## config.mk

```make
export PLATFORM = sky130hd
export DESIGN_NAME = text_file_lint_scanner
export DESIGN_NICKNAME = d
export VERILOG_FILES = /design/src/hdl/tfls_pkg.sv /design/src/hdl/tfls_scan.sv /design/src/hdl/tfls_emit.sv /design/src/hdl/text_file_lint_scanner.sv
export SDC_FILE = /design/constraint.sdc
export NUM_CORES = 1
export LEC_CHECK = 0
export BUFFER_PORTS_ARGS = -buffer_cell sky130_fd_sc_hd__buf_4
export CORE_MARGIN = 2
export CORE_UTILIZATION = 45
export DETAILED_ROUTE_END_ITERATION = 10
export GPL_TIMING_DRIVEN = 0
export PLACE_DENSITY = 0.73
export SYNTH_ARGS = -nofsm -noshare
export SYNTH_HDL_FRONTEND = slang
export SYNTH_HIERARCHICAL = 1
export SYNTH_SLANG_ARGS = --single-unit
```

## constraint.sdc

```tcl
create_clock -name clk -period 8.7 [get_ports clk]
set_input_delay 1.305 -clock clk [delete_from_list [all_inputs] [get_ports clk]]
set_output_delay 1.305 -clock clk [all_outputs]
set_load 0.02 [all_outputs]
```

## src/hdl/tfls_pkg.sv

```systemverilog
// Shared types and constants for the text file lint scanner.
// No dependencies; imported by tfls_scan, tfls_emit and text_file_lint_scanner.
package tfls_pkg;

	// Counter width default and event report limit per problem kind
	localparam int COUNT_BITS_DEF = 32;
	localparam int MAX_REPORTED   = 8;

	// Character codes
	localparam logic [7:0] CH_TAB     = 8'h09;
	localparam logic [7:0] CH_LF      = 8'h0A;
	localparam logic [7:0] CH_CR      = 8'h0D;
	localparam logic [7:0] CH_SP      = 8'h20;
	localparam logic [7:0] CH_TILDE   = 8'h7E;
	localparam logic [7:0] CH_BOM0    = 8'hEF;
	localparam logic [7:0] CH_BOM1    = 8'hBB;
	localparam logic [7:0] CH_BOM2    = 8'hBF;
	localparam logic [7:0] RESET_BYTE = 8'h40;

	// Problem counter slots
	localparam int CNT_TAB   = 0;
	localparam int CNT_TRAIL = 1;
	localparam int CNT_LONG  = 2;
	localparam int CNT_BAD   = 3;

	// Pending event bits in the emitter, lowest goes out first
	localparam int P_FIRST = 0;
	localparam int P_TRAIL = 1;
	localparam int P_LONG  = 2;
	localparam int P_SUM   = 3;

	// Configuration register indexes
	localparam int CFG_IDX_BITS = 2;
	localparam logic [CFG_IDX_BITS-1:0] REG_MAX_LEN   = 2'd0;
	localparam logic [CFG_IDX_BITS-1:0] REG_TABS_OK   = 2'd1;
	localparam logic [CFG_IDX_BITS-1:0] REG_CHECK_LEN = 2'd2;

	typedef enum logic [2:0] {
		KIND_TAB   = 3'd0,
		KIND_TRAIL = 3'd1,
		KIND_LONG  = 3'd2,
		KIND_BAD   = 3'd3,
		KIND_SUM   = 3'd4
	} kind_t;

	typedef enum logic [2:0] {
		VERD_CRLF  = 3'd0,
		VERD_CR    = 3'd1,
		VERD_MIXED = 3'd2,
		VERD_LF    = 3'd3,
		VERD_NONE  = 3'd4
	} verdict_t;

	typedef enum logic [1:0] {
		STAT_OK      = 2'd0,
		STAT_MISSING = 2'd1,
		STAT_MULTI   = 2'd2
	} status_t;

	typedef struct packed {
		logic [15:0] max_len;
		logic        tabs_allowed;
		logic        check_len;
	} cfg_t;

	localparam cfg_t CFG_RESET = '{max_len: 16'd120, tabs_allowed: 1'b0, check_len: 1'b1};

	// All events caused by one byte, handed from the scanner to the emitter
	typedef struct packed {
		logic              ev_first;      // tab or disallowed byte event
		logic              first_is_bad;
		logic              ev_trail;
		logic              ev_long;
		logic              ev_sum;
		logic [31:0]       line;
		logic [15:0]       col;
		logic [7:0]        bad_byte;
		verdict_t          verdict;
		status_t           status;
		logic              bom;
		logic [3:0][31:0]  totals;
	} scan_bundle_t;

endpackage

```

## src/hdl/tfls_scan.sv

```systemverilog
// Input register, scan state and per-byte event logic of the lint scanner.
// Depends on tfls_pkg; feeds an event bundle to tfls_emit for each byte that raises an event.
module tfls_scan #(
	parameter int COUNT_BITS = tfls_pkg::COUNT_BITS_DEF
) (
	input  logic                   clk,
	input  logic                   arst_n,
	input  tfls_pkg::cfg_t         cfg,
	input  logic                   byte_valid,
	output logic                   byte_stall,
	input  logic [7:0]             data_byte,
	input  logic                   end_of_file,
	output logic                   bndl_valid,
	output tfls_pkg::scan_bundle_t bndl,
	input  logic                   bndl_ready
);
	import tfls_pkg::*;

	localparam logic [COUNT_BITS-1:0] LIMIT = COUNT_BITS'(MAX_REPORTED);

	logic        valid_s1;
	logic [7:0]  byte_s1;
	logic        eof_s1;

	logic [7:0]  prev_q, prev2_q;
	logic        flag_cr_q, flag_lf_q, flag_crlf_q, flag_bom_q;
	logic [31:0] line_q;
	logic [15:0] col_q;
	logic [COUNT_BITS-1:0] cnt_q [4];
	logic [COUNT_BITS-1:0] cnt_d [4];
	logic [31:0] tot [4];

	logic        is_cr, is_lf, is_nl, is_tab, is_bom, is_bad, prev_cr;
	logic        flag_cr_d, flag_lf_d, flag_crlf_d, flag_bom_d;
	logic [31:0] line_d, line_at;
	logic [15:0] col_d, col_at;
	logic        trail_hit, long_hit;
	logic [3:0]  bump;
	logic        has_event, adv, accept;

	always_comb begin
		is_cr   = byte_s1 == CH_CR;
		is_lf   = byte_s1 == CH_LF;
		is_nl   = is_cr || is_lf;
		is_tab  = byte_s1 == CH_TAB;
		is_bom  = byte_s1 == CH_BOM0 || byte_s1 == CH_BOM1 || byte_s1 == CH_BOM2;
		is_bad  = !is_tab && !is_bom && !is_nl &&
			!(byte_s1 >= CH_SP && byte_s1 <= CH_TILDE);
		prev_cr = prev_q == CH_CR;

		line_d  = ((prev_cr || is_lf) && line_q != '1) ? line_q + 32'd1 : line_q;
		line_at = (line_d == '1) ? line_d : line_d + 32'd1;
		col_at  = (col_q == '1) ? col_q : col_q + 16'd1;
		col_d   = is_nl ? '0 : col_at;

		// a CR as the very last byte still counts as a bare CR
		flag_cr_d   = flag_cr_q | (prev_cr && !is_lf) | (eof_s1 && is_cr);
		flag_lf_d   = flag_lf_q | (!prev_cr && is_lf);
		flag_crlf_d = flag_crlf_q | (prev_cr && is_lf);
		flag_bom_d  = flag_bom_q | is_bom;

		trail_hit = is_nl && (prev_q == CH_SP || prev_q == CH_TAB);
		long_hit  = is_nl && (col_q > cfg.max_len);

		bump[CNT_TAB]   = is_tab;
		bump[CNT_TRAIL] = trail_hit;
		bump[CNT_LONG]  = long_hit;
		bump[CNT_BAD]   = is_bad;
		for (int i = 0; i < 4; i++)
			cnt_d[i] = (bump[i] && cnt_q[i] != '1) ? cnt_q[i] + COUNT_BITS'(1) : cnt_q[i];

		bndl = '0;
		bndl.ev_first     = (is_tab && cnt_q[CNT_TAB] < LIMIT && !cfg.tabs_allowed) ||
			(is_bad && cnt_q[CNT_BAD] < LIMIT);
		bndl.first_is_bad = is_bad;
		bndl.ev_trail     = trail_hit && cnt_q[CNT_TRAIL] < LIMIT;
		bndl.ev_long      = long_hit && cnt_q[CNT_LONG] < LIMIT && cfg.check_len;
		bndl.ev_sum       = eof_s1;
		bndl.line         = line_at;
		bndl.col          = col_at;
		bndl.bad_byte     = is_bad ? byte_s1 : '0;
		bndl.bom          = flag_bom_d;
		for (int i = 0; i < 4; i++)
			bndl.totals[i] = tot[i];

		// after the shift: previous = byte_s1, second = prev_q, third = prev2_q
		bndl.status = STAT_OK;
		if (flag_cr_d) begin
			bndl.verdict = VERD_CR;
		end else if (flag_lf_d && flag_crlf_d) begin
			bndl.verdict = VERD_MIXED;
		end else if (flag_lf_d) begin
			bndl.verdict = VERD_LF;
			if (!is_lf)
				bndl.status = STAT_MISSING;
			else if (prev_q == CH_LF)
				bndl.status = STAT_MULTI;
		end else if (flag_crlf_d) begin
			bndl.verdict = VERD_CRLF;
			if (prev_q != CH_CR || !is_lf)
				bndl.status = STAT_MISSING;
			else if (prev2_q == CH_LF)
				bndl.status = STAT_MULTI;
		end else begin
			bndl.verdict = VERD_NONE;
		end

		has_event  = bndl.ev_first || bndl.ev_trail || bndl.ev_long || bndl.ev_sum;
		bndl_valid = valid_s1 && has_event;
		adv        = valid_s1 && (!has_event || bndl_ready);
		byte_stall = valid_s1 && !adv;
		accept     = byte_valid && !byte_stall;
	end

	// totals above 32 bits read as all ones
	for (genvar g = 0; g < 4; g++) begin : g_tot
		if (COUNT_BITS > 32) begin : g_wide
			assign tot[g] = (|cnt_d[g][COUNT_BITS-1:32]) ? '1 : cnt_d[g][31:0];
		end else begin : g_narrow
			assign tot[g] = 32'(cnt_d[g]);
		end
	end

	always_ff @(posedge clk or negedge arst_n) begin
		if (!arst_n) begin
			valid_s1 <= 1'b0;
		end else if (accept) begin
			valid_s1 <= 1'b1;
		end else if (adv) begin
			valid_s1 <= 1'b0;
		end
	end

	always_ff @(posedge clk) begin
		if (accept) begin
			byte_s1 <= data_byte;
			eof_s1  <= end_of_file;
		end
	end

	always_ff @(posedge clk or negedge arst_n) begin
		if (!arst_n) begin
			prev_q      <= RESET_BYTE;
			prev2_q     <= RESET_BYTE;
			flag_cr_q   <= 1'b0;
			flag_lf_q   <= 1'b0;
			flag_crlf_q <= 1'b0;
			flag_bom_q  <= 1'b0;
			line_q      <= '0;
			col_q       <= '0;
			for (int i = 0; i < 4; i++)
				cnt_q[i] <= '0;
		end else if (adv && eof_s1) begin
			// file done: scan state back to its start values
			prev_q      <= RESET_BYTE;
			prev2_q     <= RESET_BYTE;
			flag_cr_q   <= 1'b0;
			flag_lf_q   <= 1'b0;
			flag_crlf_q <= 1'b0;
			flag_bom_q  <= 1'b0;
			line_q      <= '0;
			col_q       <= '0;
			for (int i = 0; i < 4; i++)
				cnt_q[i] <= '0;
		end else if (adv) begin
			prev_q      <= byte_s1;
			prev2_q     <= prev_q;
			flag_cr_q   <= flag_cr_d;
			flag_lf_q   <= flag_lf_d;
			flag_crlf_q <= flag_crlf_d;
			flag_bom_q  <= flag_bom_d;
			line_q      <= line_d;
			col_q       <= col_d;
			for (int i = 0; i < 4; i++)
				cnt_q[i] <= cnt_d[i];
		end
	end

	a_eof_clears: assert property (@(posedge clk) disable iff (!arst_n)
		(adv && eof_s1) |=> (line_q == '0 && col_q == '0 && prev_q == RESET_BYTE &&
			cnt_q[CNT_TAB] == '0))
		else $error("scan state not cleared after end of file");

	a_col_step: assert property (@(posedge clk) disable iff (!arst_n)
		(adv && !eof_s1 && !is_nl && col_q != '1) |=> (col_q == $past(col_q) + 16'd1))
		else $error("column counter did not advance");

	a_hold_when_stalled: assert property (@(posedge clk) disable iff (!arst_n)
		(valid_s1 && !adv) |=> (valid_s1 && $stable(byte_s1) && $stable(line_q)))
		else $error("scan stage moved while blocked");

endmodule

```

## src/hdl/tfls_emit.sv

```systemverilog
// Result register and event sequencer: sends the events of one bundle in order.
// Depends on tfls_pkg; takes bundles from tfls_scan.
module tfls_emit (
	input  logic                   clk,
	input  logic                   arst_n,
	input  logic                   bndl_valid,
	input  tfls_pkg::scan_bundle_t bndl,
	output logic                   bndl_ready,
	output logic                   event_valid,
	input  logic                   event_stall,
	output logic [2:0]             kind,
	output logic [31:0]            line_number,
	output logic [15:0]            column_number,
	output logic [7:0]             bad_byte,
	output logic [2:0]             ending_verdict,
	output logic [1:0]             end_status,
	output logic                   has_bom,
	output logic [31:0]            tab_total,
	output logic [31:0]            trailing_total,
	output logic [31:0]            overlength_total,
	output logic [31:0]            disallowed_total,
	output logic                   last_of_run
);
	import tfls_pkg::*;

	logic [3:0]   pend_s2;
	scan_bundle_t data_s2;
	logic [3:0]   low, rest;
	logic         take, load;

	always_comb begin
		low         = pend_s2 & (~pend_s2 + 4'd1);
		rest        = pend_s2 & ~low;
		event_valid = |pend_s2;
		last_of_run = event_valid && (rest == '0);
		take        = event_valid && !event_stall;
		bndl_ready  = !event_valid || (take && last_of_run);
		load        = bndl_valid && bndl_ready;

		kind             = KIND_SUM;
		line_number      = data_s2.line;
		column_number    = data_s2.col;
		bad_byte         = '0;
		ending_verdict   = '0;
		end_status       = '0;
		has_bom          = 1'b0;
		tab_total        = '0;
		trailing_total   = '0;
		overlength_total = '0;
		disallowed_total = '0;
		priority if (low[P_FIRST]) begin
			kind     = data_s2.first_is_bad ? KIND_BAD : KIND_TAB;
			bad_byte = data_s2.bad_byte;
		end else if (low[P_TRAIL]) begin
			kind = KIND_TRAIL;
		end else if (low[P_LONG]) begin
			kind = KIND_LONG;
		end else begin
			// summary, or nothing pending
			kind             = KIND_SUM;
			line_number      = 32'd1;
			column_number    = 16'd1;
			ending_verdict   = data_s2.verdict;
			end_status       = data_s2.status;
			has_bom          = data_s2.bom;
			tab_total        = data_s2.totals[CNT_TAB];
			trailing_total   = data_s2.totals[CNT_TRAIL];
			overlength_total = data_s2.totals[CNT_LONG];
			disallowed_total = data_s2.totals[CNT_BAD];
		end
	end

	always_ff @(posedge clk or negedge arst_n) begin
		if (!arst_n) begin
			pend_s2 <= '0;
		end else if (load) begin
			pend_s2[P_FIRST] <= bndl.ev_first;
			pend_s2[P_TRAIL] <= bndl.ev_trail;
			pend_s2[P_LONG]  <= bndl.ev_long;
			pend_s2[P_SUM]   <= bndl.ev_sum;
		end else if (take) begin
			pend_s2 <= rest;
		end
	end

	always_ff @(posedge clk) begin
		if (load)
			data_s2 <= bndl;
	end

	a_sum_last: assert property (@(posedge clk) disable iff (!arst_n)
		(event_valid && kind == KIND_SUM) |-> last_of_run)
		else $error("summary is not the last event of its byte");

	a_run_continues: assert property (@(posedge clk) disable iff (!arst_n)
		(take && !last_of_run) |=> event_valid)
		else $error("events of one byte were dropped");

	a_no_nl_mix: assert property (@(posedge clk) disable iff (!arst_n)
		!(pend_s2[P_FIRST] && (pend_s2[P_TRAIL] || pend_s2[P_LONG])))
		else $error("tab or bad byte event mixed with line end events");

endmodule

```

## src/hdl/text_file_lint_scanner.sv

```systemverilog
// Text file lint scanner: one file byte per transaction in, problem and summary events out.
// Byte input channel: byte_valid / byte_stall with data_byte and end_of_file.
// Event output channel: event_valid / event_stall with kind, location, byte and summary.
// Configuration channel: cfg_valid / cfg_ready (always ready), cfg_index, cfg_data;
// index 0 line length limit, 1 tabs_allowed, 2 check_line_length; other indexes are ignored.
// Write configuration only while no byte is in flight.
// A byte passes the input register, then its events are presented from the event register.
// Throughput: one byte per cycle while byte_stall is low; a byte that raises k events holds
// the event register until all k are taken (k at most 3: line end problems plus the summary),
// and bytes that raise no event pass through without using the event register.
// The input register and the event register each hold one transaction, so a new byte
// is taken while an event waits for the receiver; when the receiver stalls, both fill
// and byte_stall rises.
// The byte marked end_of_file adds a summary event and returns all scan state
// (counters, line ending flags, byte history) to start values; configuration is kept.
// Reset clears scan state, empties both registers and loads the configuration defaults.
// Depends on tfls_pkg, tfls_scan and tfls_emit.
module text_file_lint_scanner #(
	parameter int COUNT_BITS = tfls_pkg::COUNT_BITS_DEF
) (
	input  logic                              clk,
	input  logic                              arst_n,
	input  logic                              cfg_valid,
	output logic                              cfg_ready,
	input  logic [tfls_pkg::CFG_IDX_BITS-1:0] cfg_index,
	input  logic [15:0]                       cfg_data,
	input  logic                              byte_valid,
	output logic                              byte_stall,
	input  logic [7:0]                        data_byte,
	input  logic                              end_of_file,
	output logic                              event_valid,
	input  logic                              event_stall,
	output logic [2:0]                        kind,
	output logic [31:0]                       line_number,
	output logic [15:0]                       column_number,
	output logic [7:0]                        bad_byte,
	output logic [2:0]                        ending_verdict,
	output logic [1:0]                        end_status,
	output logic                              has_bom,
	output logic [31:0]                       tab_total,
	output logic [31:0]                       trailing_total,
	output logic [31:0]                       overlength_total,
	output logic [31:0]                       disallowed_total,
	output logic                              last_of_run
);
	import tfls_pkg::*;

	cfg_t         cfg_q;
	logic         bndl_valid, bndl_ready;
	scan_bundle_t bndl;

	assign cfg_ready = 1'b1;

	always_ff @(posedge clk or negedge arst_n) begin
		if (!arst_n) begin
			cfg_q <= CFG_RESET;
		end else if (cfg_valid && cfg_ready) begin
			unique case (cfg_index)
				REG_MAX_LEN:   cfg_q.max_len      <= cfg_data;
				REG_TABS_OK:   cfg_q.tabs_allowed <= cfg_data[0];
				REG_CHECK_LEN: cfg_q.check_len    <= cfg_data[0];
				default: ;
			endcase
		end
	end

	tfls_scan #(.COUNT_BITS(COUNT_BITS)) u_scan (
		.clk         (clk),
		.arst_n      (arst_n),
		.cfg         (cfg_q),
		.byte_valid  (byte_valid),
		.byte_stall  (byte_stall),
		.data_byte   (data_byte),
		.end_of_file (end_of_file),
		.bndl_valid  (bndl_valid),
		.bndl        (bndl),
		.bndl_ready  (bndl_ready)
	);

	tfls_emit u_emit (
		.clk              (clk),
		.arst_n           (arst_n),
		.bndl_valid       (bndl_valid),
		.bndl             (bndl),
		.bndl_ready       (bndl_ready),
		.event_valid      (event_valid),
		.event_stall      (event_stall),
		.kind             (kind),
		.line_number      (line_number),
		.column_number    (column_number),
		.bad_byte         (bad_byte),
		.ending_verdict   (ending_verdict),
		.end_status       (end_status),
		.has_bom          (has_bom),
		.tab_total        (tab_total),
		.trailing_total   (trailing_total),
		.overlength_total (overlength_total),
		.disallowed_total (disallowed_total),
		.last_of_run      (last_of_run)
	);

endmodule
```

# Word level (Yosys, flattened, before mapping)
# Index checks and enable logic that the tools add are counted.
# Widths: inputs -> output; s select.
word_totals:
  regBits: 419
  in_bits: 32
  output_inout_bits: 197
  wordCells: 212
classes:
  n_addsub: 8
  magnitude_cmp: 7
  n_eq_ne: 21
  n_mux: 70
  bitwise_logic: 9
  reduce_logical: 66
op_table:
  columns: ["op", "count"]
  rows:
  - ["$mux 32", 23]
  - ["$mux 128", 2]
  - ["$add 32x1->32 const B", 6]
  - ["$ne 32x32->1 const B", 5]
  - ["$lt 32x4->1 const B", 4]
  - ["$mux 16", 7]
  - ["$eq 8x4->1 const B", 7]
  - ["$mux 8", 5]
  - ["$eq 32x32->1 const B", 1]
  - ["$logic_and 1x1->1", 31]
  - ["$eq 8x8->1 const B", 3]
  - ["$mux 3", 7]
  - ["$mux 2", 10]
  - ["$add 16x1->16 const B", 1]
  - ["$eq 16x16->1 const B", 1]
  - ["$gt 16x16->1", 1]
  - ["$mux 1", 13]
  - ["$logic_not 1->1", 12]
  - ["$logic_or 1x1->1", 12]
  - ["$mux 4", 3]
  - ["$and 4x4->4", 2]
  - ["$eq 8x6->1 const B", 1]
  - ["$ge 8x6->1 const B", 1]
  - ["$le 8x7->1 const B", 1]
  - ["13 further kinds", 22]

# Longest topological paths before layout
depth:
  word_depth: 20
  ltp_mapped: 17
  ltp_nobuf: 13

# Cells and area by module
# Netlist, hierarchy kept.
modules_own_cells:
  columns: ["module", "n_inst", "cells_each", "area_each_um2", "seq_area_each_um2"]
  rows:
  - ["tfls_scan", 1, 1886, 15412.3, 5202.5]
  - ["tfls_emit", 1, 451, 7368.3, 5835.6]
  - ["text_file_lint_scanner", 1, 42, 719.4, 456.7]

# Least setup slack after synthesis
# No wires, ideal clock.
synth_timing:
  path_type: "input -> register"
  startpoint: "input port event_stall"
  endpoint: "register u_emit/data_s2[0] in the netlist's numbering (enable)"
  setup_time_ns: 0.574
  arrival_ns: 6.558
  t_required_ns: 8.126
  path_slack_ns: 1.568
  path_stages: 4
  n_path_buf: 1
  path_cell_list: "buf_2 -> maj3_2 -> o31ai_1 -> and2_1"
synth_between:
  elab_chain_cells: 5
synth_lines:
  columns: ["element", "line", "text"]
  rows:
  - ["start: declaration", "text_file_lint_scanner.sv:32", "input logic event_stall,"]
  - ["$logic_not 1->1", "tfls_emit.sv:36", "take = event_valid && !event_stall;"]
  - ["$logic_and 1x1->1", "tfls_emit.sv:36", null]
  - ["$logic_and 1x1->1", "tfls_emit.sv:37", "bndl_ready = !event_valid || (take && last_of_run);"]
  - ["$logic_or 1x1->1", "tfls_emit.sv:37", null]
  - ["named net bndl_ready", "text_file_lint_scanner.sv:49", "logic bndl_valid, bndl_ready;"]
  - ["$logic_and 1x1->1", "tfls_emit.sv:38", "load = bndl_valid && bndl_ready;"]
  - ["named net u_emit.load", "tfls_emit.sv:29", "logic take, load;"]
  - ["end signal: assignment", "tfls_emit.sv:88", "data_s2 <= bndl;"]
  - ["end: declaration", "tfls_emit.sv:27", "scan_bundle_t data_s2;"]
# The timed path passes the listed nets, and every way through them passes these cells.
# A chain may end at the register's enable or synchronous reset.

==> qor.yml <==
outcome:
  outcome: "finished clean"
synthesis:
  synth_area_mm2: 0.0235
  synth_nets: 2434
  syn-mean-instance-area_um2: 9.88
  ys_top_cells_by_area: "edfxtp_1, dfrtp_1, and2_1"
  ys_ff_latch: 419
  synth_edf_count: 200
  syn_inst: 2379
  async_flop_share: 0.523
  yosysTopAreaCellShare: 0.256
  ys.flop_type: "dfrtp_1"
  yosysWarnings: 6
  yosysUniqueCellTypes: 99
  netlist.top_cell.by_area: "edfxtp_1"
  seq_area_frac_synth: 0.489
setup_path:
  r2r-start: "u_scan/byte_s1[0]"
  crit_path_end_kind: "primary output"
  critPathKind: "reg -> out"
  start_kind: "register"
  critPathTopFamily: "simple AND/OR/NAND/NOR gates"
  r2r_end: "u_scan/cnt_q[9]"
  worstPathMaxFanout: 7
  crit_chain: "nor3b_1 > o211ai_1 > nor4_1 > and2_1 > a2111oi_1 > o21a_1 > nor3_1 > buf_4"
  critPathMaxStageDelay_ns: 0.98
  critical_path_required_ns: 7.39
  ff2ff_setup_slack_ns: 3.68
  cp_data_arrival_time_ns: 4.51
  cp.buffers_inverters: 1
  r2r_cells: 12
  crit_slowest_cell: "nor4_1"
timing:
  fin_setup_tns_ns: 0
  slew_headroom: 0.109
  clock.fmax_ghz: 0.172
  final-hold-violation-count: 0
  report.final.slew_viol_count: 0
  skew_ns: 0.0399
  setup_viol: 0
  rsz0062_at_grt: "false"
  tightestPinTransition_ns: 1.33
  setup_ws_ns: 2.88
  period_minus_slack_ns: 5.82
  post-route-period-util: 0.668
drt:
  wl_um: 74300
  drc_errors: 0
  via_per_inst: 6.01
  route.vias.total: 20300
  drt_first_pass_iters: 7
  antenna_left: 0
  routedWlPerCell_um: 22.0
  drtIter0Drc: 2522
clock_network:
  cts_made_buffers: 46
  clock-sinks: 419
  holdBufCountCts: 0
  cts_resized: 0
  ctsHtreeMaxLevel: 2
  clockBufferDepth: 3
  cts_tree: "built"
  cts_setup_buffers: 0
  path_clk_slew_ns: 0.06
  root_buffer: "clkbuf_16"
  clk_latency_ns: 0.62
die:
  die_y_um: 233
  design.die.area_mm2: 0.0541
  core_area_mm2: 0.0515
  ios: 229
  num_rows: 83
  fp.dieW_um: 233
  start_util: 0.456
final_layout:
  area_growth_pct: 18.3
  drive_gt1_frac: 0.180
  fillers: 4554
  final_cell_area_mm2: 0.0278
  finish.utilization: 0.540
  mostFrequentLayoutCells: "nand2_1, buf_4, dfrtp_1"
  final_common_cell: "nand2_1"
  nets: 2713
placement:
  dp_hpwl_um: 53600
  io_buffer_count: 227
  placed_cell_area_mm2: 0.0262
  place_congestion: 0.966
  dpl_worst_slack_ns: 3.74
power:
  ir_worst_vdd_uv: 133
  power_leakage_nw: 11.2
  powerDensity_mw_per_mm2: 243
  power_mw: 6.76
grt:
  grt_pass1_vias: 19200
  grt_usage: 0.271
  grt_pass1_wl_um: 112000
  grt_overflow_total: 0
  antenna_found_initial: 4
  grt_max_degree: 115
job:
  max-cap-violations: 0
worst_hold_path:
  holdPathEnd: "u_scan/prev2_q[1]"
  min_path_type: "reg -> reg"
  holdCritStartpoint: "u_scan/prev2_q[1]"
  min_path_cells: 2
[cells by family after synthesis]
family	count (synthesis)	synth area share
muxes	27	0.0128
adders and majority gates	24	0.0127
xor gates and xnor gates	164	0.0611
DFF	419	0.489
other	1	0.000160
AOI/OAI and AO/OA	441	0.128
buffers and inverters	212	0.0399
and+or+nand+nor	1091	0.256
[metal layers]
metal	track usage	vias up	share of wire
met3	0.0505	171	0.094
met2	0.419	1061	0.45
met1	0.371	9914	0.41
met4	0.121	0	0.043
li1	-	9150	-
met5	0	-	0
[synthesized netlist by cell type, types with 6 or more instances]
master    instances
o21a_1           14
o221ai_1          8
mux2_2           24
nor3_2            7
a21o_1            9
a21oi_1          52
buf_2            42
o22ai_1           9
a22o_1           27
or3_1            15
or4_1            16
a31oi_1          18
nor2_1          114
buf_6             6
dfrtp_1         212
o21ai_0         148
inv_1            47
xnor2_1          99
ha_1             23
buf_4             9
a211oi_1          6
a31o_2           26
or2_2            19
o31a_1            6
edfxtp_1        200
nor4b_1           6
nand4_1          54
and3_1           32
dfstp_2           7
nor2b_1          67
nor4_1           53
nand2_1         282
xor2_1           65
and4_1           24
nor3_1           51
nand2b_1         14
nand3_1          91
o211ai_1          8
and2_1          197
o31ai_1          48
clkbuf_1        107
o41ai_1          11
[report_power, final]
group	switching (mW)	leakage (nW)	internal, mW
registers	0.141	4.91	2.44
logic	1.38	5.52	0.689
clock network	0.850	0.798	1.26
total	2.37	11.2	4.39
[sequential cells by signal (all words and copies together) (netlist names)]
signal	flops
u_scan/valid_s1	1
u_scan/flag_cr_q	1
u_scan/flag_bom_q	1
u_scan/col_q	16
u_emit/pend_s2	4
u_emit/data_s2	191
u_scan/flag_crlf_q	1
u_scan/line_q	32
u_scan/prev2_q	8
u_scan/cnt_q	128
u_scan/eof_s1	1
u_scan/byte_s1	8
u_scan/flag_lf_q	1
cfg_q	18
u_scan/prev_q	8
[worst reg2reg max path, stage by stage, from the launching register on]
cell,delay [ns]
edfxtp_1,0.51
nor3b_1,0.47
o211ai_1,0.33
nor4_1,0.98
and2_1,0.30
a2111oi_1,0.10
o21a_1,0.20
o21ai_1,0.39
buf_2,0.33
buf_2,0.39
clkbuf_1,0.61
o21ai_0,0.20
o31ai_1,0.10
[worst max-delay path by stage]
stage	from	end	slack [ns]	depth (start not counted)
4_1_cts	u_scan/byte_s1[0]	byte_stall	3.05	8
2_1_floorplan	event_stall	u_emit/data_s2[0]	1.57	4
3_5_place_dp	u_scan/byte_s1[0]	byte_stall	3.74	8
3_3_place_gp	u_scan/byte_s1[0]	u_emit/data_s2[170]	-1.13	8
5_1_grt	u_scan/byte_s1[0]	byte_stall	2.85	8
6_report	u_scan/byte_s1[0]	byte_stall	2.88	8
[cell type report]
class,count,area [um^2],share of cell area
clock buffers,62,1290,0.0465
clock inverters,23,338,0.0121
well taps,680,851,0.0306
flip-flops and latches,419,11500,0.413
repair buffers,231,1810,0.0652
inverters,47,176,0.00634
multi-input cells,1748,11100,0.398
diodes,1,2.50,0.0000900
plain buffers,165,762,0.0274
[stage by stage]
stage | hold WS [ns] | std cells
2_1_floorplan | 0.442 | 2379
3_3_place_gp | 0.457 | 3286
3_5_place_dp | 0.472 | 3290
4_1_cts | 0.485 | 3375
5_1_grt | 0.524 | 3375
6_report | 0.487 | 3376
Power figures use the tool's default switching activity.
